$ cat config.mk
export PLATFORM = sky130hd
export DESIGN_NAME = configurable_crc_engine
export DESIGN_NICKNAME = d
export VERILOG_FILES = /design/src/design/cce_pkg.sv /design/src/design/cce_fold.sv /design/src/design/configurable_crc_engine.sv
export SDC_FILE = /design/constraint.sdc
export NUM_CORES = 1
export LEC_CHECK = 0
export ABC_AREA = 1
export BUFFER_PORTS_ARGS = -buffer_cell sky130_fd_sc_hd__buf_4
export CORE_MARGIN = 2
export CORE_UTILIZATION = 58
export CTS_CLUSTER_DIAMETER = 50
export DETAILED_ROUTE_END_ITERATION = 6
export PLACE_DENSITY_LB_ADDON = 0.08
export SLEW_MARGIN = 10
export SYNTH_ARGS = -nofsm -noshare
export SYNTH_HDL_FRONTEND = slang
export SYNTH_HIERARCHICAL = 1
export SYNTH_SLANG_ARGS = --single-unit
$ cat constraint.sdc
create_clock -name clk -period 4.7 [get_ports clk]
set_input_delay 0.235 -clock clk [delete_from_list [all_inputs] [get_ports clk]]
set_output_delay 0.235 -clock clk [all_outputs]
set_load 0.005 [all_outputs]
$ cat src/design/cce_pkg.sv
// cce_pkg: shared types, register codes, reset values and width helpers
// for the configurable CRC engine. No dependencies.
`default_nettype none

package cce_pkg;

  localparam int unsigned CrcW    = 32;
  localparam int unsigned ByteW   = 8;
  localparam int unsigned WcodeW  = 2;
  localparam int unsigned CfgIdxW = 3;

  typedef logic [CrcW-1:0]    crc_t;
  typedef logic [ByteW-1:0]   byte_t;
  typedef logic [WcodeW-1:0]  wcode_t;

  typedef enum logic [CfgIdxW-1:0] {
    REG_WIDTH_CODE  = 3'd0,
    REG_POLY_VALUE  = 3'd1,
    REG_START_VALUE = 3'd2,
    REG_FINAL_XOR   = 3'd3,
    REG_LSB_FIRST   = 3'd4
  } cfg_idx_t;

  typedef enum logic [WcodeW-1:0] {
    WIDTH_8  = 2'd0,
    WIDTH_16 = 2'd1,
    WIDTH_32 = 2'd2,
    WIDTH_32B = 2'd3
  } width_t;

  localparam wcode_t RstWidthCode  = WIDTH_16;
  localparam crc_t   RstPolyValue  = 32'h0000_1021;
  localparam crc_t   RstStartValue = 32'h0000_FFFF;
  localparam crc_t   RstFinalXor   = 32'h0000_0000;
  localparam logic   RstLsbFirst   = 1'b0;

  // mask of the active CRC width; code three acts as 32 bits
  function automatic crc_t width_mask(input wcode_t wc);
    crc_t m;
    begin
      case (wc)
        WIDTH_8:  m = 32'h0000_00FF;
        WIDTH_16: m = 32'h0000_FFFF;
        default:  m = 32'hFFFF_FFFF;
      endcase
      return m;
    end
  endfunction

endpackage

`default_nettype wire

$ cat src/design/cce_fold.sv
// cce_fold: folds one byte into the CRC register in eight unrolled bit
// steps, either order, masked to width. Depends on cce_pkg.
`default_nettype none

module cce_fold (
  input  wire cce_pkg::crc_t   crc_in,
  input  wire cce_pkg::byte_t  data_byte,
  input  wire cce_pkg::wcode_t width_code,
  input  wire cce_pkg::crc_t   poly_value,
  input  wire logic            lsb_first,
  output cce_pkg::crc_t        crc_out
);

  cce_pkg::crc_t c;
  logic          tbit;

  always_comb begin
    c    = crc_in;
    tbit = 1'b0;
    if (lsb_first) begin
      c = c ^ {24'd0, data_byte};
      for (int k = 0; k < 8; k++) begin
        tbit = c[0];
        c    = tbit ? ((c >> 1) ^ poly_value) : (c >> 1);
      end
    end else begin
      case (width_code)
        cce_pkg::WIDTH_8:  c = c ^ {24'd0, data_byte};
        cce_pkg::WIDTH_16: c = c ^ {16'd0, data_byte, 8'd0};
        default:           c = c ^ {data_byte, 24'd0};
      endcase
      for (int k = 0; k < 8; k++) begin
        case (width_code)
          cce_pkg::WIDTH_8:  tbit = c[7];
          cce_pkg::WIDTH_16: tbit = c[15];
          default:           tbit = c[31];
        endcase
        c = tbit ? ((c << 1) ^ poly_value) : (c << 1);
      end
    end
    crc_out = c & cce_pkg::width_mask(width_code);
  end

endmodule

`default_nettype wire

$ cat src/design/configurable_crc_engine.sv
// configurable_crc_engine: byte-stream CRC, 8/16/32 bits, configurable
// polynomial, start value, final xor and bit order.
// A last item's CRC is registered into the result register that drives out_*, or into the skid while out stalls.
// Throughput: one item per cycle while in_stall is low; the eight bit steps are unrolled in cce_fold.
// A two-entry output (result register plus skid) lets input run while out stalls, until the skid holds a result.
// Reset (rst_n low, synchronous): config to defaults, no message open, outputs empty.
`default_nettype none

module configurable_crc_engine (
  input  wire  logic                        clk,
  input  wire  logic                        rst_n,
  input  wire  logic                        in_valid,
  output logic                              in_stall,
  input  wire  cce_pkg::byte_t              in_data_byte,
  input  wire  logic                        in_byte_valid,
  input  wire  logic                        in_last,
  output logic                              out_valid,
  input  wire  logic                        out_stall,
  output cce_pkg::crc_t                     out_crc_value,
  input  wire  logic                        cfg_valid,
  output logic                              cfg_ready,
  input  wire  logic [cce_pkg::CfgIdxW-1:0] cfg_index,
  input  wire  cce_pkg::crc_t               cfg_data
);

  cce_pkg::wcode_t width_code_r;
  cce_pkg::crc_t   poly_value_r;
  cce_pkg::crc_t   start_value_r;
  cce_pkg::crc_t   final_xor_r;
  logic            lsb_first_r;

  cce_pkg::crc_t   crc_r, crc_nxt;
  logic            in_msg_r, in_msg_nxt;
  logic            out_valid_r, out_valid_nxt;
  cce_pkg::crc_t   out_crc_r, out_crc_nxt;
  logic            skid_valid_r, skid_valid_nxt;
  cce_pkg::crc_t   skid_crc_r, skid_crc_nxt;

  cce_pkg::crc_t   mask;
  cce_pkg::crc_t   crc_base;
  cce_pkg::crc_t   crc_folded;
  cce_pkg::crc_t   crc_after;
  cce_pkg::crc_t   result;
  logic            accept;
  logic            push;
  logic            out_free;

  assign cfg_ready     = 1'b1;
  assign in_stall      = skid_valid_r;
  assign out_valid     = out_valid_r;
  assign out_crc_value = out_crc_r;

  always_ff @(posedge clk) begin
    if (!rst_n) begin
      width_code_r  <= cce_pkg::RstWidthCode;
      poly_value_r  <= cce_pkg::RstPolyValue;
      start_value_r <= cce_pkg::RstStartValue;
      final_xor_r   <= cce_pkg::RstFinalXor;
      lsb_first_r   <= cce_pkg::RstLsbFirst;
    end else if (cfg_valid && cfg_ready) begin
      case (cfg_index)
        cce_pkg::REG_WIDTH_CODE:  width_code_r  <= cfg_data[cce_pkg::WcodeW-1:0];
        cce_pkg::REG_POLY_VALUE:  poly_value_r  <= cfg_data;
        cce_pkg::REG_START_VALUE: start_value_r <= cfg_data;
        cce_pkg::REG_FINAL_XOR:   final_xor_r   <= cfg_data;
        cce_pkg::REG_LSB_FIRST:   lsb_first_r   <= cfg_data[0];
        default: ;
      endcase
    end
  end

  assign mask     = cce_pkg::width_mask(width_code_r);
  assign crc_base = in_msg_r ? crc_r : (start_value_r & mask);

  cce_fold u_fold (
    .crc_in     (crc_base),
    .data_byte  (in_data_byte),
    .width_code (width_code_r),
    .poly_value (poly_value_r),
    .lsb_first  (lsb_first_r),
    .crc_out    (crc_folded)
  );

  assign accept    = in_valid && !in_stall;
  assign crc_after = in_byte_valid ? crc_folded : crc_base;
  assign result    = (crc_after ^ final_xor_r) & mask;
  assign push      = accept && in_last;
  assign out_free  = !out_valid_r || !out_stall;

  always_comb begin
    crc_nxt        = crc_r;
    in_msg_nxt     = in_msg_r;
    out_valid_nxt  = out_valid_r;
    out_crc_nxt    = out_crc_r;
    skid_valid_nxt = skid_valid_r;
    skid_crc_nxt   = skid_crc_r;
    if (accept && (in_byte_valid || in_last)) begin
      crc_nxt    = crc_after;
      in_msg_nxt = !in_last;
    end
    if (out_free) begin
      if (skid_valid_r) begin
        out_valid_nxt  = 1'b1;
        out_crc_nxt    = skid_crc_r;
        skid_valid_nxt = 1'b0;
      end else begin
        out_valid_nxt = push;
        out_crc_nxt   = result;
      end
    end else if (push) begin
      skid_valid_nxt = 1'b1;
      skid_crc_nxt   = result;
    end
  end

  always_ff @(posedge clk) begin
    if (!rst_n) begin
      in_msg_r     <= 1'b0;
      crc_r        <= '0;
      out_valid_r  <= 1'b0;
      skid_valid_r <= 1'b0;
    end else begin
      in_msg_r     <= in_msg_nxt;
      crc_r        <= crc_nxt;
      out_valid_r  <= out_valid_nxt;
      skid_valid_r <= skid_valid_nxt;
    end
  end

  always_ff @(posedge clk) begin
    out_crc_r  <= out_crc_nxt;
    skid_crc_r <= skid_crc_nxt;
  end

  a_skid_behind_out: assert property (@(posedge clk) disable iff (!rst_n)
    skid_valid_r |-> out_valid_r)
    else $error("skid holds an item while the result register is empty");

  a_last_gives_result: assert property (@(posedge clk) disable iff (!rst_n)
    (accept && in_last && !out_valid_r) |=> (out_valid_r && !skid_valid_r))
    else $error("last item did not reach the result register");

  a_no_spurious_result: assert property (@(posedge clk) disable iff (!rst_n)
    (accept && !in_last && !out_valid_r && !skid_valid_r) |=> !out_valid_r)
    else $error("result produced without a last item");

  a_last_closes_msg: assert property (@(posedge clk) disable iff (!rst_n)
    (accept && in_last) |=> !in_msg_r)
    else $error("message still open after last item");

endmodule

`default_nettype wire
==> out/results.txt, run 1 <==
Ys async rst share: 0
DR iter-0 viols: 2393
Post-synth EDFFs: 64
First-pass GRT wire length: 109000 um
Clock period minus worst slack: 5.76 ns
Num CTS Buffers: 17
Worst Hold Path EP: start_value_r[6]
Synth area leaders: nand2_1 19%, dfxtp_1 14%, xor2_1 14%
Critical Path RT: 4.90 ns
F_max: 0.174 GHz
Netlist Area Pre-Place: 18900 um2
Number of cells on the worst reg-to-reg path: 50
Initial Utilization: 0.585
Hpwl dp: 50700 um
Clock Path Buffers: 2
Failing checks: design-rule violations, negative setup slack
Share of cells above drive strength 1: 0.293
Area of the core: 32400 um2
Diodes inserted: 0
DP Area: 22200 um2
Final setup vio count: 96
CTS tree: yes
Final Cycle Share: 1.23
Part of the power in registers: 0.121
Total GRT Usage: 0.412
Hold Slack: 0.00835 ns
Placed insts: 3657
Pin count of the biggest net entering global routing: 69
Crit start category: flip-flop
H-tree depth: 4
Comb pwr share: 0.793
Clk root buf: clkbuf_16
Synth Flop Type: dfxtp_1
Slew Limit Fails: 0
Rel. slew slack: 0.209
Seq/Total Area, Yosys: 0.243
Unrepaired setup endpoints after global routing: yes
Internal power: 8.45 mW
DRC: 2
Reg-to-reg slack, setup: -1.06 ns
Clk slew on worst S/H paths: 0.07 ns
Switching power: 8.41 mW
Sink Count: 198
Leakage power: 12.1 nW
Crit path capture type: flip-flop
Critical path arrival: 5.96 ns
Largest area contributor in the netlist: nand2_1
Warnings from Yosys: 6
Worst hold path type: input pin to flip-flop
Post-Layout Cell Count: 3779
Number of distinct library cells after synthesis: 45
Nets: 3374
Synth Instances: 2973
Syn_nets: 3023
Die area: 34100 um2
Worst hold start: cfg_data[6]
Clk pwr share: 0.086
Seq cells post-synth: 198
Via count: 21800
Worst r2r src: in_msg_r
CP most frequent cell: nand2_1
WS Path Type: flip-flop to flip-flop
Post-Syn Area per Cell: 6.37 um2
Final Util: 0.772
Port bufs: 83
Worst skew pair latency: 0.45 ns
Post-detailed-route count of antenna-violating nets: 0
Critical Path Fanout Max: 8
Final Power: 16.9 mW
Cell Rows: 66
Ports: 85
Setup WS pre-CTS: -1.14 ns
WL/cell: 19.6 um
Setup TNS: -86.27 ns
Drt pass-1 iters: 7
Setup WS post-layout: -1.06 ns
Setup Skew: 0.0142 ns
Outcome: finished with violations
Post-DR vias/cell: 5.78
Final hold vios: 0
Antenna violations before repair: 0
Slew @ Worst Pin: 1.18 ns
Vias in the first global route: 20500
IR drop worst, VDD: 0.549 mV
Area share of the leading cell type in the synthesized netlist: 0.191
Die Y: 185 um
Design Area, Final: 25000 um2
GRT overflow: 0
Slowest stage cell, crit path: dfxtp_4
Sw frac: 0.499
Routed WL: 74100 um
WHS Path Cells: 3
Chip width: 185 um
Worst flop-to-flop path endpoint: out_crc_value[20]
Max Cap Viol: 0
Routability cong.: 0.965
Area added between synthesis and finish: 31.9%
Critical Path Max Stage Delay: 0.36 ns
PD cells: 675 nW/um2
-- layout make-up --
cell class,count,area [um2]
Multi-Input combinational cell,2433,14200
Fill cell,2489,7390
Sequential cell,198,4610
Timing Repair Buffer,533,4510
Inverter,141,562
Tap cell,442,553
Clock buffer,23,500
Clock inverter,9,63.8
-- how the worst max path moves through the flow --
stage                     slack (ns)                 to             from  cells past startpoint
final                          -1.06  out_crc_value[20]         in_msg_r                     50
after global routing           -1.31  out_crc_value[27]         in_msg_r                     49
after CTS                      -0.70  out_crc_value[22]         in_msg_r                     46
after detailed placement       -1.14  out_crc_value[21]         in_msg_r                     48
after global placement         -0.97  out_crc_value[28]         in_msg_r                     48
after floorplan                -0.13  out_crc_value[28]  width_code_r[1]                     51
-- cells in the final DEF (no fill, tap or decap), types with 24 or more instances in the layout --
cell type,instances
xor2_1,293
dfxtp_1,131
nor2_1,357
buf_6,33
xnor2_1,58
nand3_1,193
a21oi_2,25
a21oi_1,72
o21ai_0,165
nand3_2,52
inv_1,117
nand2_1,777
nand2_2,182
nand4_1,34
nand2_4,55
clkbuf_16,24
edfxtp_1,64
buf_4,468
-- state kept, by name (all words and copies together), names as in the netlist --
name	flops
out_valid	1
skid_crc_r	32
final_xor_r	32
crc_r	32
lsb_first_r	1
in_stall	1
out_crc_value	32
start_value_r	32
poly_value_r	32
in_msg_r	1
width_code_r	2
-- power groups by stage --
stage / clock, mW / combinational, mW / sequential, mW
after floorplan: 0 / 6.32 / 2.07
after global placement: 0 / 10.1 / 2.07
after detailed placement: 0 / 10.3 / 2.08
after CTS: 1.44 / 11.4 / 2.04
after global routing: 1.50 / 14.1 / 2.06
final: 1.45 / 13.4 / 2.05
-- worst max-delay path: cells and delay by family (launching register included) --
kind                   cells  cell delay (ns)
and+or+nand+nor           41             3.87
buffers and inverters      7             0.98
DFF                        1             0.36
AOI/OAI and AO/OA          2             0.27
-- synth_stat cells (14+ instances only) --
cell      number
xnor3_1       18
inv_1        120
buf_6         14
dfxtp_1      134
nor2_1       362
buf_2         55
nand2_2       48
a21oi_1      104
xor2_1       300
clkbuf_1      94
nor3_1        19
o21ai_0      176
buf_1         22
edfxtp_1      64
buf_4         14
xnor2_1       61
nand3_2       19
nand4_1       34
nand2_1      963
nand3_1      234
-- metal layers --
metal  global-route usage  up-vias  share of wire
met3               0.0686      348          0.088
met5                    0        -              0
li1                     -    10100              -
met4                0.273        0          0.074
met2                0.690     1264           0.47
met1                0.488    10100           0.37
-- kinds of logic after synthesis --
| kind of cell | Yosys count | share of synthesized area |
|---|---|---|
| AOI/OAI and AO/OA | 313 | 0.0876 |
| buffers and inverters | 343 | 0.0812 |
| DFF | 198 | 0.243 |
| other | 1 | 0.000198 |
| xor gates and xnor gates | 387 | 0.195 |
| and+or+nand+nor | 1731 | 0.393 |
-- what timing repair did --
| action | CTS | global route |
|---|---|---|
| endpoints found under the setup margin | 96 | 96 |
| resized for setup | 157 | 216 |
| pin swaps | 40 | 131 |
| hold buffers | 0 | 0 |
| buffers inserted | 34 | 52 |
| gates cloned | 5 | 5 |
Note: power is estimated with default switching activity, not from simulation.
==> inputs of run 2 (changes only) <==
--- a/config.mk
+++ b/config.mk
@@ -6,11 +6,12 @@
 export NUM_CORES = 1
 export LEC_CHECK = 0
 export ABC_AREA = 1
-export BUFFER_PORTS_ARGS = -buffer_cell sky130_fd_sc_hd__buf_4
+export CORE_ASPECT_RATIO = 0.7
 export CORE_MARGIN = 2
-export CORE_UTILIZATION = 58
+export CORE_UTILIZATION = 60
 export CTS_CLUSTER_DIAMETER = 50
 export DETAILED_ROUTE_END_ITERATION = 6
+export DONT_BUFFER_PORTS = 1
 export PLACE_DENSITY_LB_ADDON = 0.08
 export SLEW_MARGIN = 10
 export SYNTH_ARGS = -nofsm -noshare
==> run 2 against run 1 <==
Compared with the run above:
- the flow finishes with violations (design-rule violations, negative hold slack, negative setup slack)
- first-iteration DRC count is 29% higher
- sequential power hardly changed
- clock power increased by 5%
- sequential share of layout area is 0.12 points lower
- critical path depth shrank 3
- die area decreased by 3.2%
- highest routed layer unchanged
- critical path type unchanged
- combinational power increased by 5%
- final cell count down 1.8%
- worst setup slack got worse by 0.13 ns
- non-clock buffer count fell by 47
- routed wire length up 7.0%
==> out/results.txt, run 2 (synthesis results as in run 1) <==
Crit path capture type: flip-flop (unchanged)
Pin count of the biggest net entering global routing: 123 (was 69)
Critical Path Fanout Max: 8 (unchanged)
Post-DR vias/cell: 6.15 (was 5.78)
Worst hold start: cfg_data[6] (unchanged)
Worst skew pair latency: 0.46 ns (was 0.45 ns)
Setup WS post-layout: -1.19 ns (was -1.06 ns)
Number of cells on the critical path: 47 (was 50)
Routability cong.: 0.981 (was 0.965)
Largest delay share family, worst path: simple AND/OR/NAND/NOR gates (unchanged)
Final Cycle Share: 1.25 (was 1.23)
Drt pass-1 iters: 7 (unchanged)
Sink Count: 198 (unchanged)
Unrepaired setup endpoints after global routing: yes (unchanged)
Clk root buf: clkbuf_16 (unchanged)
Nets: 3328 (was 3374)
IR drop worst, VDD: 1.11 mV (was 0.549 mV)
Number of cells on the worst reg-to-reg path: 47 (was 50)
Max Cap Viol: 0 (unchanged)
Clk pwr share: 0.086 (about the same)
Crit start category: flip-flop (unchanged)
Slew @ Worst Pin: 1.28 ns (was 1.18 ns)
Vias in the first global route: 21100 (was 20500)
Slowest stage cell, crit path: dfxtp_4 (unchanged)
Final hold vios: 2 (was 0)
CP most frequent cell: nand2_4 (was nand2_1)
Internal power: 8.68 mW (was 8.45 mW)
Setup Skew: 0.0180 ns (was 0.0142 ns)
Switching power: 9.02 mW (was 8.41 mW)
Chip width: 216 um (was 185 um)
Commonest non-fill, non-tap cell in the layout: nand2_1 (unchanged)
WL/cell: 21.3 um (was 19.6 um)
Hold Slack: -0.00455 ns (was 0.00835 ns)
Post-detailed-route count of antenna-violating nets: 0 (unchanged)
Final Util: 0.808 (was 0.772)
Commonest cells after routing, fill and taps aside: 751 x nand2_1, 391 x buf_4, 356 x nor2_1 (was 777 x nand2_1, 468 x buf_4, 357 x nor2_1)
DR iter-0 viols: 3088 (was 2393)
Part of the power in registers: 0.117 (was 0.121)
Area of the core: 31100 um2 (was 32400 um2)
Leakage power: 12.0 nW (was 12.1 nW)
Critical Path RT: 4.91 ns (was 4.90 ns)
WS Path Type: flip-flop to flip-flop (unchanged)
DRC: 2 (unchanged)
Critical Path Max Stage Delay: 0.38 ns (was 0.36 ns)
Antenna violations before repair: 0 (unchanged)
Worst flop-to-flop path endpoint: out_crc_value[14] (was out_crc_value[20])
GRT overflow: 0 (unchanged)
Rel. slew slack: 0.146 (was 0.209)
Critical path arrival: 6.10 ns (was 5.96 ns)
Post-Layout Cell Count: 3712 (was 3779)
Failing checks: design-rule violations, negative hold slack, negative setup slack (was design-rule violations, negative setup slack)
Reg-to-reg slack, setup: -1.19 ns (was -1.06 ns)
CTS tree: yes (unchanged)
First-pass GRT wire length: 117000 um (was 109000 um)
Clock Path Buffers: 2 (unchanged)
Clk slew on worst S/H paths: 0.08 ns (was 0.07 ns)
Final setup vio count: 96 (unchanged)
Area added between synthesis and finish: 32.7% (was 31.9%)
Comb pwr share: 0.797 (was 0.793)
Outcome: finished with violations (unchanged)
Hpwl dp: 50700 um (about the same)
Placed insts: 3559 (was 3657)
Die area: 33000 um2 (was 34100 um2)
Worst hold path type: input pin to flip-flop (unchanged)
DP Area: 21600 um2 (was 22200 um2)
Port bufs: 0 (was 83)
Worst r2r src: in_msg_r (unchanged)
Sw frac: 0.510 (was 0.499)
Initial Utilization: 0.609 (was 0.585)
Final Power: 17.7 mW (was 16.9 mW)
Ports: 85 (unchanged)
CP endpoint: out_crc_value[14] (was out_crc_value[20])
Die Y: 153 um (was 185 um)
Cell Rows: 54 (was 66)
Design Area, Final: 25100 um2 (was 25000 um2)
Via count: 22800 (was 21800)
Routed WL: 79200 um (was 74100 um)
PD cells: 704 nW/um2 (was 675 nW/um2)
H-tree depth: 4 (unchanged)
Num CTS Buffers: 17 (unchanged)
Total GRT Usage: 0.445 (was 0.412)
CP Launch Point: in_msg_r (unchanged)
Share of cells above drive strength 1: 0.290 (was 0.293)
F_max: 0.170 GHz (was 0.174 GHz)
Clock period minus worst slack: 5.89 ns (was 5.76 ns)
Buffers plus inverters on the worst setup path: 6 (was 7)
Slew Limit Fails: 0 (unchanged)
run 2: cell count changes in the layout (fill, tap and decap cells not counted), sizes merged, moves of 5 or more:
cell and change:
buf -78, clkbuf -11, dlygate4sd3 +36, inv +5
run 2: worst reg2reg max path, delay by kind of cell, from the launching register on:
| kind | cells | cell delay [ns] |
|---|---|---|
| buffers and inverters | 6 | 0.78 |
| and+or+nand+nor | 38 | 4.03 |
| xor gates and xnor gates | 2 | 0.40 |
| DFF | 1 | 0.38 |
| AOI/OAI and AO/OA | 1 | 0.07 |
run 2: power by group through the flow:
| stage | Sequential (mW) | Clock (mW) | Combinational, mW |
|---|---|---|---|
| floorplan | 2.07 | 0 | 6.32 |
| global placement | 2.10 | 0 | 9.76 |
| detailed placement | 2.10 | 0 | 9.95 |
| CTS | 2.07 | 1.49 | 12.1 |
| global route | 2.08 | 1.58 | 14.8 |
| finish | 2.08 | 1.52 | 14.1 |
run 2: area by class of cell:
cell class	instances	area [um2]
clock buffer	17	425
multi-input combinational	2434	14600
antenna	1	2.50
fill	2057	5950
tap	420	526
inverter	141	557
clock inverter	15	164
timing repair buffer	486	4200
sequential	198	4610
run 2: how the worst min path moves through the flow:
stage,endpoint,slack [ns],depth (start not counted)
final,poly_value_r[6],-0.005,2
after global routing,poly_value_r[17],-0.01,2
after CTS,final_xor_r[7],0.0003,2
after detailed placement,poly_value_r[12],0.35,1
after global placement,poly_value_r[0],0.33,1
after floorplan,poly_value_r[0],0.35,2
run 2: through the flow:
stage	hold WS, ns	setup TNS (ns)	setup slack (ns)
after CTS	0.000250	-54.75	-0.685
after global placement	0.332	-76.12	-0.972
after detailed placement	0.346	-93.43	-1.17
final	-0.00455	-97.04	-1.19
after global routing	-0.0101	-113.52	-1.33
after floorplan	0.348	-5.61	-0.134
run 2: what timing repair did:
| action | 4_1_cts | 5_1_grt |
|---|---|---|
| gates resized for setup | 199 | 276 |
| endpoints found under the setup margin | 96 | 96 |
| pin swaps | 102 | 195 |
| endpoints found under the hold margin | 122 | 0 |
| setup buffers | 49 | 35 |
| gates cloned | 8 | 0 |
| hold buffers | 37 | 0 |
run 2: metal layers:
| layer | vias up | wire length, um | GRT usage |
|---|---|---|---|
| met2 | 1808 | 35000 | 0.697 |
| met4 | 0 | 5170 | 0.204 |
| li1 | 10000 | - | - |
| met5 | - | 0 | 0 |
| met3 | 480 | 10200 | 0.107 |
| met1 | 10500 | 28800 | 0.583 |
